==> config.mk <==
export PLATFORM = sky130hd
export DESIGN_NAME = length_prefix_deframer_per_conn_flat
export DESIGN_NICKNAME = d
export VERILOG_FILES = /design/src/rtl/lpd_pkg.sv /design/src/rtl/lpd_if.sv /design/src/rtl/length_prefix_deframer_per_conn.sv /design/src/rtl/lpd_ram.sv /design/src/flat_wrapper.sv
export SDC_FILE = /design/constraint.sdc
export NUM_CORES = 2
export LEC_CHECK = 0
export BUFFER_PORTS_ARGS = -buffer_cell sky130_fd_sc_hd__buf_2
export CORE_MARGIN = 10
export CORE_UTILIZATION = 45
export CTS_CLUSTER_SIZE = 8
export DETAILED_ROUTE_END_ITERATION = 8
export PLACE_DENSITY = 0.72
export SYNTH_ARGS = -nofsm -noshare
export SYNTH_HDL_FRONTEND = slang
export SYNTH_MEMORY_MAX_BITS = 65536
export SYNTH_SLANG_ARGS = --single-unit
==> constraint.sdc <==
create_clock -name clk_i -period 17.1 [get_ports clk_i]
set_input_delay 1.71 -clock clk_i [delete_from_list [all_inputs] [get_ports clk_i]]
set_output_delay 1.71 -clock clk_i [all_outputs]
set_load 0.05 [all_outputs]
==> src/rtl/lpd_pkg.sv <==
// package for the length prefix deframer: codes, record layout and defaults
package lpd_pkg;

  localparam int ID_W        = 8;
  localparam int BYTE_W      = 8;
  localparam int LEN_W       = 16;
  localparam int CONN_DEF    = 256;
  localparam int CONN_ID_MAX = 256;

  typedef enum logic {
    OP_DATA  = 1'b0,
    OP_CLOSE = 1'b1
  } op_e;

  // per-connection phase
  typedef enum logic [1:0] {
    PH_HIGH  = 2'd0,
    PH_LOW   = 2'd1,
    PH_START = 2'd2,
    PH_BODY  = 2'd3
  } phase_e;

  typedef struct packed {
    phase_e             phase;
    logic [LEN_W-1:0]   count;
  } entry_t;

  localparam int ENTRY_W = $bits(entry_t);

endpackage

==> src/rtl/lpd_if.sv <==
// valid/ready channel interfaces for the deframer input and result streams
interface lpd_in_if;
  logic                      valid;
  logic                      ready;
  logic                      op;
  logic [lpd_pkg::ID_W-1:0]  conn_id;
  logic [lpd_pkg::BYTE_W-1:0] data_byte;

  modport source (output valid, output op, output conn_id, output data_byte, input ready);
  modport sink   (input valid, input op, input conn_id, input data_byte, output ready);
endinterface

interface lpd_out_if;
  logic                       valid;
  logic                       ready;
  logic [lpd_pkg::ID_W-1:0]   out_conn;
  logic [lpd_pkg::BYTE_W-1:0] payload_byte;
  logic                       first_byte;
  logic                       last_byte;
  logic                       empty_packet;
  logic                       aborted;

  modport source (output valid, output out_conn, output payload_byte, output first_byte,
                  output last_byte, output empty_packet, output aborted, input ready);
  modport sink   (input valid, input out_conn, input payload_byte, input first_byte,
                  input last_byte, input empty_packet, input aborted, output ready);
endinterface

==> src/rtl/length_prefix_deframer_per_conn.sv <==
// top level of the per-connection two-byte length prefix deframer
//
// in_i carries one transaction per received stream byte (op = data) or per
// close/error event (op = close), tagged with conn_id. out_o carries one
// transaction per payload byte, with first_byte and last_byte marking packet
// edges; a zero-length packet gives a single empty_packet transaction and a
// close during a partly delivered packet gives an aborted transaction.
// Header bytes and silent closes give no output transaction.
//
// Throughput is one input transaction per cycle while out_o is not stalled,
// set by the single read-modify-write pass over the connection record ram
// (one read port, one write port). A result reaches out_o through the ram
// read register and then the output register after its input is accepted.
//
// Reset returns every connection to awaiting its high length byte at once:
// a valid bit per record marks entries written since reset.
// When the receiver holds out_o.ready low, the output register keeps its
// transaction, the record stage holds, and in_i.ready drops only while both
// are full.
module length_prefix_deframer_per_conn #(
  parameter int CONNECTIONS = lpd_pkg::CONN_DEF
) (
  input  logic       clk_i,
  input  logic       rst_ni,
  lpd_in_if.sink     in_i,
  lpd_out_if.source  out_o
);

  // only connection numbers that fit the 8-bit id need a record
  localparam int DEPTH = (CONNECTIONS < lpd_pkg::CONN_ID_MAX) ? CONNECTIONS
                                                              : lpd_pkg::CONN_ID_MAX;
  localparam int AW    = (DEPTH > 1) ? $clog2(DEPTH) : 1;
  localparam logic [16:0] CONN_LIM = 17'(CONNECTIONS);

  typedef lpd_pkg::entry_t entry_t;

  // input side
  logic          in_acc;
  logic          in_range;
  logic [AW-1:0] in_idx;

  // record stage
  logic                        s1_vld_q, s1_vld_d;
  logic                        s1_op_q;
  logic [lpd_pkg::ID_W-1:0]    s1_conn_q;
  logic [lpd_pkg::BYTE_W-1:0]  s1_byte_q;
  logic                        s1_inr_q;
  logic                        s1_seen_q;
  logic                        s1_adv;
  logic [AW-1:0]               s1_idx;

  // record valid bits, cleared at reset
  logic [DEPTH-1:0] seen_q, seen_d;

  // bypass of the write made at the edge of the current read
  logic          byp_vld_q, byp_vld_d;
  logic [AW-1:0] byp_addr_q;
  entry_t        byp_data_q;
  logic          byp_hit;

  logic [lpd_pkg::ENTRY_W-1:0] ram_rdata;
  entry_t cur;
  entry_t nxt;
  logic   wr_en;

  // result of the record stage
  logic                        res_vld;
  logic [lpd_pkg::BYTE_W-1:0]  res_byte;
  logic                        res_first;
  logic                        res_last;
  logic                        res_empty;
  logic                        res_abort;
  logic [lpd_pkg::LEN_W-1:0]   len_cnt;
  logic [lpd_pkg::LEN_W-1:0]   dec_cnt;

  // output register
  logic                        out_vld_q, out_vld_d;
  logic [lpd_pkg::ID_W-1:0]    out_conn_q;
  logic [lpd_pkg::BYTE_W-1:0]  out_byte_q;
  logic                        out_first_q;
  logic                        out_last_q;
  logic                        out_empty_q;
  logic                        out_abort_q;

  // the record stage moves on when it is empty or its result has a place
  assign s1_adv   = !s1_vld_q || !out_vld_q || out_o.ready;
  assign in_i.ready = s1_adv;
  assign in_acc   = in_i.valid && s1_adv;
  assign in_range = (17'(in_i.conn_id) < CONN_LIM);
  assign in_idx   = in_i.conn_id[AW-1:0];
  assign s1_idx   = s1_conn_q[AW-1:0];

  lpd_ram #(
    .WIDTH (lpd_pkg::ENTRY_W),
    .DEPTH (DEPTH)
  ) u_rec_ram (
    .clk_i   (clk_i),
    .we_i    (wr_en),
    .waddr_i (s1_idx),
    .wdata_i (nxt),
    .re_i    (in_acc && in_range),
    .raddr_i (in_idx),
    .rdata_o (ram_rdata)
  );

  // current record: bypass first, then ram, else the reset value
  assign byp_hit = byp_vld_q && (byp_addr_q == s1_idx);

  always_comb begin
    if (byp_hit) begin
      cur = byp_data_q;
    end else if (s1_seen_q) begin
      cur = entry_t'(ram_rdata);
    end else begin
      cur = '0;
    end
  end

  // record update and result
  always_comb begin
    nxt       = '0;
    res_vld   = 1'b0;
    res_byte  = '0;
    res_first = 1'b0;
    res_last  = 1'b0;
    res_empty = 1'b0;
    res_abort = 1'b0;
    len_cnt   = {cur.count[lpd_pkg::LEN_W-1:lpd_pkg::BYTE_W], s1_byte_q};
    dec_cnt   = cur.count - lpd_pkg::LEN_W'(1);
    if (s1_op_q == lpd_pkg::OP_CLOSE) begin
      // close: drop the record, flag an abort if bytes already went out
      if (cur.phase == lpd_pkg::PH_BODY) begin
        res_vld   = 1'b1;
        res_last  = 1'b1;
        res_abort = 1'b1;
      end
    end else begin
      case (cur.phase)
        lpd_pkg::PH_HIGH: begin
          nxt.phase = lpd_pkg::PH_LOW;
          nxt.count = {s1_byte_q, lpd_pkg::BYTE_W'(0)};
        end
        lpd_pkg::PH_LOW: begin
          if (len_cnt == '0) begin
            // zero-length packet
            res_vld   = 1'b1;
            res_first = 1'b1;
            res_last  = 1'b1;
            res_empty = 1'b1;
          end else begin
            nxt.phase = lpd_pkg::PH_START;
            nxt.count = len_cnt;
          end
        end
        lpd_pkg::PH_START, lpd_pkg::PH_BODY: begin
          res_vld   = 1'b1;
          res_byte  = s1_byte_q;
          res_first = (cur.phase == lpd_pkg::PH_START);
          res_last  = (dec_cnt == '0);
          nxt.count = dec_cnt;
          nxt.phase = (dec_cnt == '0) ? lpd_pkg::PH_HIGH : lpd_pkg::PH_BODY;
        end
        default: begin
          nxt = '0;
        end
      endcase
    end
    if (!s1_inr_q) begin
      res_vld = 1'b0;
    end
  end

  assign wr_en = s1_vld_q && s1_inr_q && s1_adv;

  always_comb begin
    s1_vld_d  = s1_adv ? in_acc : s1_vld_q;
    byp_vld_d = s1_adv ? wr_en : byp_vld_q;
    seen_d    = seen_q;
    if (wr_en) begin
      seen_d[s1_idx] = 1'b1;
    end
    out_vld_d = out_vld_q && !out_o.ready;
    if (s1_vld_q && s1_adv && res_vld) begin
      out_vld_d = 1'b1;
    end
  end

  always_ff @(posedge clk_i or negedge rst_ni) begin
    if (!rst_ni) begin
      s1_vld_q  <= 1'b0;
      byp_vld_q <= 1'b0;
      seen_q    <= '0;
      out_vld_q <= 1'b0;
    end else begin
      s1_vld_q  <= s1_vld_d;
      byp_vld_q <= byp_vld_d;
      seen_q    <= seen_d;
      out_vld_q <= out_vld_d;
    end
  end

  // payload registers
  always_ff @(posedge clk_i) begin
    if (in_acc) begin
      s1_op_q   <= in_i.op;
      s1_conn_q <= in_i.conn_id;
      s1_byte_q <= in_i.data_byte;
      s1_inr_q  <= in_range;
      s1_seen_q <= in_range && seen_q[in_idx];
    end
    if (wr_en) begin
      byp_addr_q <= s1_idx;
      byp_data_q <= nxt;
    end
    if (s1_vld_q && s1_adv && res_vld) begin
      out_conn_q  <= s1_conn_q;
      out_byte_q  <= res_byte;
      out_first_q <= res_first;
      out_last_q  <= res_last;
      out_empty_q <= res_empty;
      out_abort_q <= res_abort;
    end
  end

  assign out_o.valid        = out_vld_q;
  assign out_o.out_conn     = out_conn_q;
  assign out_o.payload_byte = out_byte_q;
  assign out_o.first_byte   = out_first_q;
  assign out_o.last_byte    = out_last_q;
  assign out_o.empty_packet = out_empty_q;
  assign out_o.aborted      = out_abort_q;

  // an accepted transaction sits in the record stage next cycle
  a_acc_to_s1: assert property (@(posedge clk_i) disable iff (!rst_ni)
    in_acc |=> s1_vld_q)
    else $error("accepted transaction missing from record stage");

  // the bypass only turns valid at the edge of a record write
  a_byp_fresh: assert property (@(posedge clk_i) disable iff (!rst_ni)
    (byp_vld_q && !$past(byp_vld_q)) |-> $past(wr_en))
    else $error("bypass valid without a write");

  // an abort result never carries first or empty markers
  a_abort_flags: assert property (@(posedge clk_i) disable iff (!rst_ni)
    (out_vld_q && out_abort_q) |-> (out_last_q && !out_first_q && !out_empty_q))
    else $error("abort result with bad markers");

  // records are written only for connections in range
  a_wr_range: assert property (@(posedge clk_i) disable iff (!rst_ni)
    wr_en |-> (s1_vld_q && s1_inr_q))
    else $error("record write for out of range connection");

endmodule

==> src/rtl/lpd_ram.sv <==
// generic simple dual port ram with registered read
module lpd_ram #(
  parameter int WIDTH = 8,
  parameter int DEPTH = 16,
  localparam int AW   = (DEPTH > 1) ? $clog2(DEPTH) : 1
) (
  input  logic             clk_i,
  input  logic             we_i,
  input  logic [AW-1:0]    waddr_i,
  input  logic [WIDTH-1:0] wdata_i,
  input  logic             re_i,
  input  logic [AW-1:0]    raddr_i,
  output logic [WIDTH-1:0] rdata_o
);

  logic [WIDTH-1:0] mem_q [DEPTH];
  logic [WIDTH-1:0] rdata_q;

  always_ff @(posedge clk_i) begin
    if (we_i) begin
      mem_q[waddr_i] <= wdata_i;
    end
    if (re_i) begin
      rdata_q <= mem_q[raddr_i];
    end
  end

  assign rdata_o = rdata_q;

endmodule
==> src/flat_wrapper.sv <==
// flat-port wrapper written by rule: the top's interface ports become plain ports
module length_prefix_deframer_per_conn_flat 
#(
  parameter int CONNECTIONS = lpd_pkg::CONN_DEF
)
  (clk_i, rst_ni, in_i_valid, in_i_op, in_i_conn_id, in_i_data_byte, in_i_ready, out_o_valid, out_o_out_conn, out_o_payload_byte, out_o_first_byte, out_o_last_byte, out_o_empty_packet, out_o_aborted, out_o_ready);
  lpd_in_if in_i_i ();
  lpd_out_if out_o_i ();
  input  logic clk_i;
  input  logic rst_ni;
  input wire logic [$bits(in_i_i.valid)-1:0] in_i_valid;
  input wire logic [$bits(in_i_i.op)-1:0] in_i_op;
  input wire logic [$bits(in_i_i.conn_id)-1:0] in_i_conn_id;
  input wire logic [$bits(in_i_i.data_byte)-1:0] in_i_data_byte;
  output wire logic [$bits(in_i_i.ready)-1:0] in_i_ready;
  output wire logic [$bits(out_o_i.valid)-1:0] out_o_valid;
  output wire logic [$bits(out_o_i.out_conn)-1:0] out_o_out_conn;
  output wire logic [$bits(out_o_i.payload_byte)-1:0] out_o_payload_byte;
  output wire logic [$bits(out_o_i.first_byte)-1:0] out_o_first_byte;
  output wire logic [$bits(out_o_i.last_byte)-1:0] out_o_last_byte;
  output wire logic [$bits(out_o_i.empty_packet)-1:0] out_o_empty_packet;
  output wire logic [$bits(out_o_i.aborted)-1:0] out_o_aborted;
  input wire logic [$bits(out_o_i.ready)-1:0] out_o_ready;
  assign in_i_i.valid = in_i_valid;
  assign in_i_i.op = in_i_op;
  assign in_i_i.conn_id = in_i_conn_id;
  assign in_i_i.data_byte = in_i_data_byte;
  assign in_i_ready = in_i_i.ready;
  assign out_o_valid = out_o_i.valid;
  assign out_o_out_conn = out_o_i.out_conn;
  assign out_o_payload_byte = out_o_i.payload_byte;
  assign out_o_first_byte = out_o_i.first_byte;
  assign out_o_last_byte = out_o_i.last_byte;
  assign out_o_empty_packet = out_o_i.empty_packet;
  assign out_o_aborted = out_o_i.aborted;
  assign out_o_i.ready = out_o_ready;
  length_prefix_deframer_per_conn #(.CONNECTIONS(CONNECTIONS)) u_core (.clk_i(clk_i), .rst_ni(rst_ni), .in_i(in_i_i), .out_o(out_o_i));
endmodule
==> results_dict.tcl <==
set metrics [dict create \
    status "finished with violations" \
    violations "max-capacitance violations, max-slew violations" \
    die_h_um 669 \
    first_iter_violations 12400 \
    coreArea_sq_um 420000 \
    synthArstFlopShare_pct 5.23 \
    final_common_cell "edfxtp_1" \
    synth-seq-cells 4949 \
    synth_warnings 0 \
    synth_top_area_share_pct 74.3 \
    viasPerCell 6.30 \
    wirelength_um 484000 \
    synth.avg_cell_area_sq_um 23.7 \
    postCtsResizedCells 0 \
    fp.dieW_um 669 \
    endpoint_kind "flop" \
    slew_headroom_pct -11.6 \
    crit_path_start "u_core.s1_conn_q[0]" \
    cts_root_buf "clkbuf_16" \
    cp-start-kind "flop" \
    r2r_start "u_core.s1_conn_q[0]" \
    antenna_found_initial 41 \
    drv_cap 2 \
    clock_skew_ns 0.0822 \
    instances_no_fill 14500 \
    postCtsSetupBuffers 0 \
    slew_violations 105 \
    rows 238 \
    syn_area_sq_um 190000 \
    htreeDepth 6 \
    syn_inst 7991 \
    leakagePower_nw 71.4 \
    crit_required_ns 17.77 \
    synthTopCellsByArea "edfxtp_1, mux4_2, dfrtp_1" \
    cp_max_fo 113 \
    dieArea_sq_um 448000 \
    clk_latency_ns 1.06 \
    critPathArrivalTime_ns 7.98 \
    cpPeakStageDelay_ns 0.99 \
    cts_buffers 689 \
    rsz0062_at_grt "no" \
    setup.reg_to_reg.worst_slack_ns 9.79 \
    hold_viol 0 \
    start_util_pct 45.2 \
    grt_pass1_wl_um 694000 \
    fin_crit_sh_pct 42.7 \
    route.detailed.drc 0 \
    antenna_left 0 \
    cts_tree "yes" \
    period_needed_ns 7.31 \
    timing.rr.end "u_core.u_rec_ram.mem_q[96][16]" \
    grt_pass1_vias 94600 \
    worst_pin_slew_ns 1.67 \
    final_cell_mix "edfxtp_1, mux4_2, clkbuf_16, buf_4, or2_2" \
    setup_viol 0 \
    hold_class "reg2reg" \
    syn2layout_area_growth_pct 15.2 \
    synthesis.nets 8014 \
    min_path_cells 1 \
    drt-wirelength-per-cell_um 33.3 \
    setup.worst_path.class "reg2reg" \
    globalRouteOverflowTotal 0 \
    slowest_stage "nor3b_1" \
    p_per_area_nw_per_um2 124 \
    vdd_ir_drop_max_v 0.000112 \
    max_freq_ghz 0.137 \
    cts_hold_buf 0 \
    clock_path_buffers 4 \
    finalNetCount 8609 \
    dr_total_vias 91500 \
    clk_pin_slew_ns 0.05 \
    first_pass_iters 8 \
    fin_setup_tns_ns 0 \
    crit_top_cell "buf_4" \
    worstPathCellList "xnor2_1 > nand4_1 > or3_1 > buf_4 > and3_1 > a21oi_1 > ha_1 > nor3b_1 > and2_1 > nand3b_1 > xor2_1 > a31oi_1 > nor4_1 > a31oi_4 > buf_4 > buf_4" \
    gp_congestion 0.847 \
    portBuffers 42 \
    synth-main-ff-cell "edfxtp_1" \
    reg2reg_depth 16 \
    ys_seq_area_share_pct 77.7 \
    yosysTopAreaCell "edfxtp_1" \
    cts.sinks 4949 \
    endpoint "u_core.u_rec_ram.mem_q[96][16]" \
    dp_hpwl_um 260000 \
    track_usage_pct 21.3 \
    synth_edf_count 4690 \
    ios 43 \
    grt_max_degree 258 \
    synthDistinctLibCells 54 \
    drive_gt1_share_pct 35.4 \
    place_inst 13400 \
]
## where the power goes
group	total [mW]	switching [mW]	internal (mW)
logic	1.28	0.799	0.477
registers	13.5	0.0646	13.4
clock network	12.4	4.95	7.42
total	27.1	5.81	21.3
## cells in the mapped netlist, drive strengths merged, types with 3 or more instances
cell    number
o31ai        5
clkbuf     271
a21o         3
nor3b        4
or4         23
mux2i       11
o211ai      10
a22oi      156
a31oi        3
nor3        11
or3          5
nor2b        8
nor2       283
nand3       29
xnor2       20
a32oi        5
inv          6
and2        17
nor4        13
o21ai       14
nand2b       7
buf        171
or2        261
xor2         5
a21oi       95
nand2       53
dfrtp      259
and3         4
mux4      1520
edfxtp    4690
nand4        4
o41ai        4
## routing by layer
metal | global-route usage [%] | wire length [um] | part of all wire, % | vias to the layer above
met2 | 34.4 | 237000 | 49 | 6075
met4 | 9.74 | 23900 | 4.9 | 16
met1 | 27.7 | 173000 | 36 | 49000
met5 | 0 | 121 | 0.025 | -
met3 | 4.82 | 50200 | 10 | 1030
li1 | - | - | - | 35300
## how the worst min path moves through the flow
stage                  startpoint                  to  slack [ns]
6_report        u_core.seen_q[54]   u_core.seen_q[54]        0.46
5_1_grt        u_core.seen_q[151]  u_core.seen_q[151]        0.47
4_1_cts         u_core.seen_q[61]   u_core.seen_q[61]        0.46
3_5_place_dp    u_core.seen_q[61]   u_core.seen_q[61]        0.45
3_3_place_gp    u_core.seen_q[90]   u_core.seen_q[90]        0.44
2_1_floorplan  u_core.seen_q[102]  u_core.seen_q[102]        0.43
## state kept, by name (all words and copies together) (netlist names)
register                   flops
u_core.s1_conn_q               8
u_core.s1_seen_q               1
u_core.u_rec_ram.rdata_o      18
u_core.byp_addr_q              8
u_core.s1_vld_q                1
u_core.byp_vld_q               1
u_core.out_o.empty_packet      1
u_core.s1_byte_q               8
u_core.out_o.valid             1
u_core.out_o.payload_byte      8
u_core.u_rec_ram.mem_q      4608
u_core.out_o.out_conn          8
u_core.s1_op_q                 1
u_core.seen_q                256
u_core.out_o.aborted           1
u_core.out_o.last_byte         1
u_core.byp_data_q             18
u_core.out_o.first_byte        1
## area by class of cell
type	count	area, sq um
multi-input cells	2594	41700
repair buffers	346	2760
fillers	30800	201000
inverters	6	22.5
clock inverters	52	1040
diodes	100	250
clock buffers	948	18400
flip-flops and latches	4949	147000
well taps	5520	6910
## per-stage QoR
step | total power, mW | hold slack (ns) | util, % | cell area [sq um] | setup slack [ns]
2_1_floorplan | 14.6 | 0.434 | - | 190000 | 4.07
3_3_place_gp | 14.9 | 0.445 | 47.3 | 199000 | 9.45
3_5_place_dp | 15.0 | 0.448 | 47.3 | 199000 | 9.39
4_1_cts | 27.3 | 0.459 | 51.9 | 218000 | 9.66
5_1_grt | 27.8 | 0.466 | 52.0 | 218000 | 9.47
6_report | 27.1 | 0.457 | 52.0 | 218000 | 9.79
## worst max-delay path: cells and delay by family, from the launching register on
family	cells	cell delay, ns
and+or+nand+nor	7	2.24
adders and majority gates	1	0.46
AOI/OAI and AO/OA	3	0.88
buffers and inverters	3	2.01
xor gates and xnor gates	2	0.37
DFF	1	0.82
## logic make-up after synthesis
logic type | after synthesis | synth area share, %
DFF | 4949 | 77.7
muxes | 1533 | 18.1
and+or+nand+nor | 729 | 1.97
buffers and inverters | 448 | 0.999
AOI/OAI and AO/OA | 305 | 1.07
xor gates and xnor gates | 25 | 0.115
adders and majority gates | 2 | 0.0132
Power figures use the tool's default switching activity.
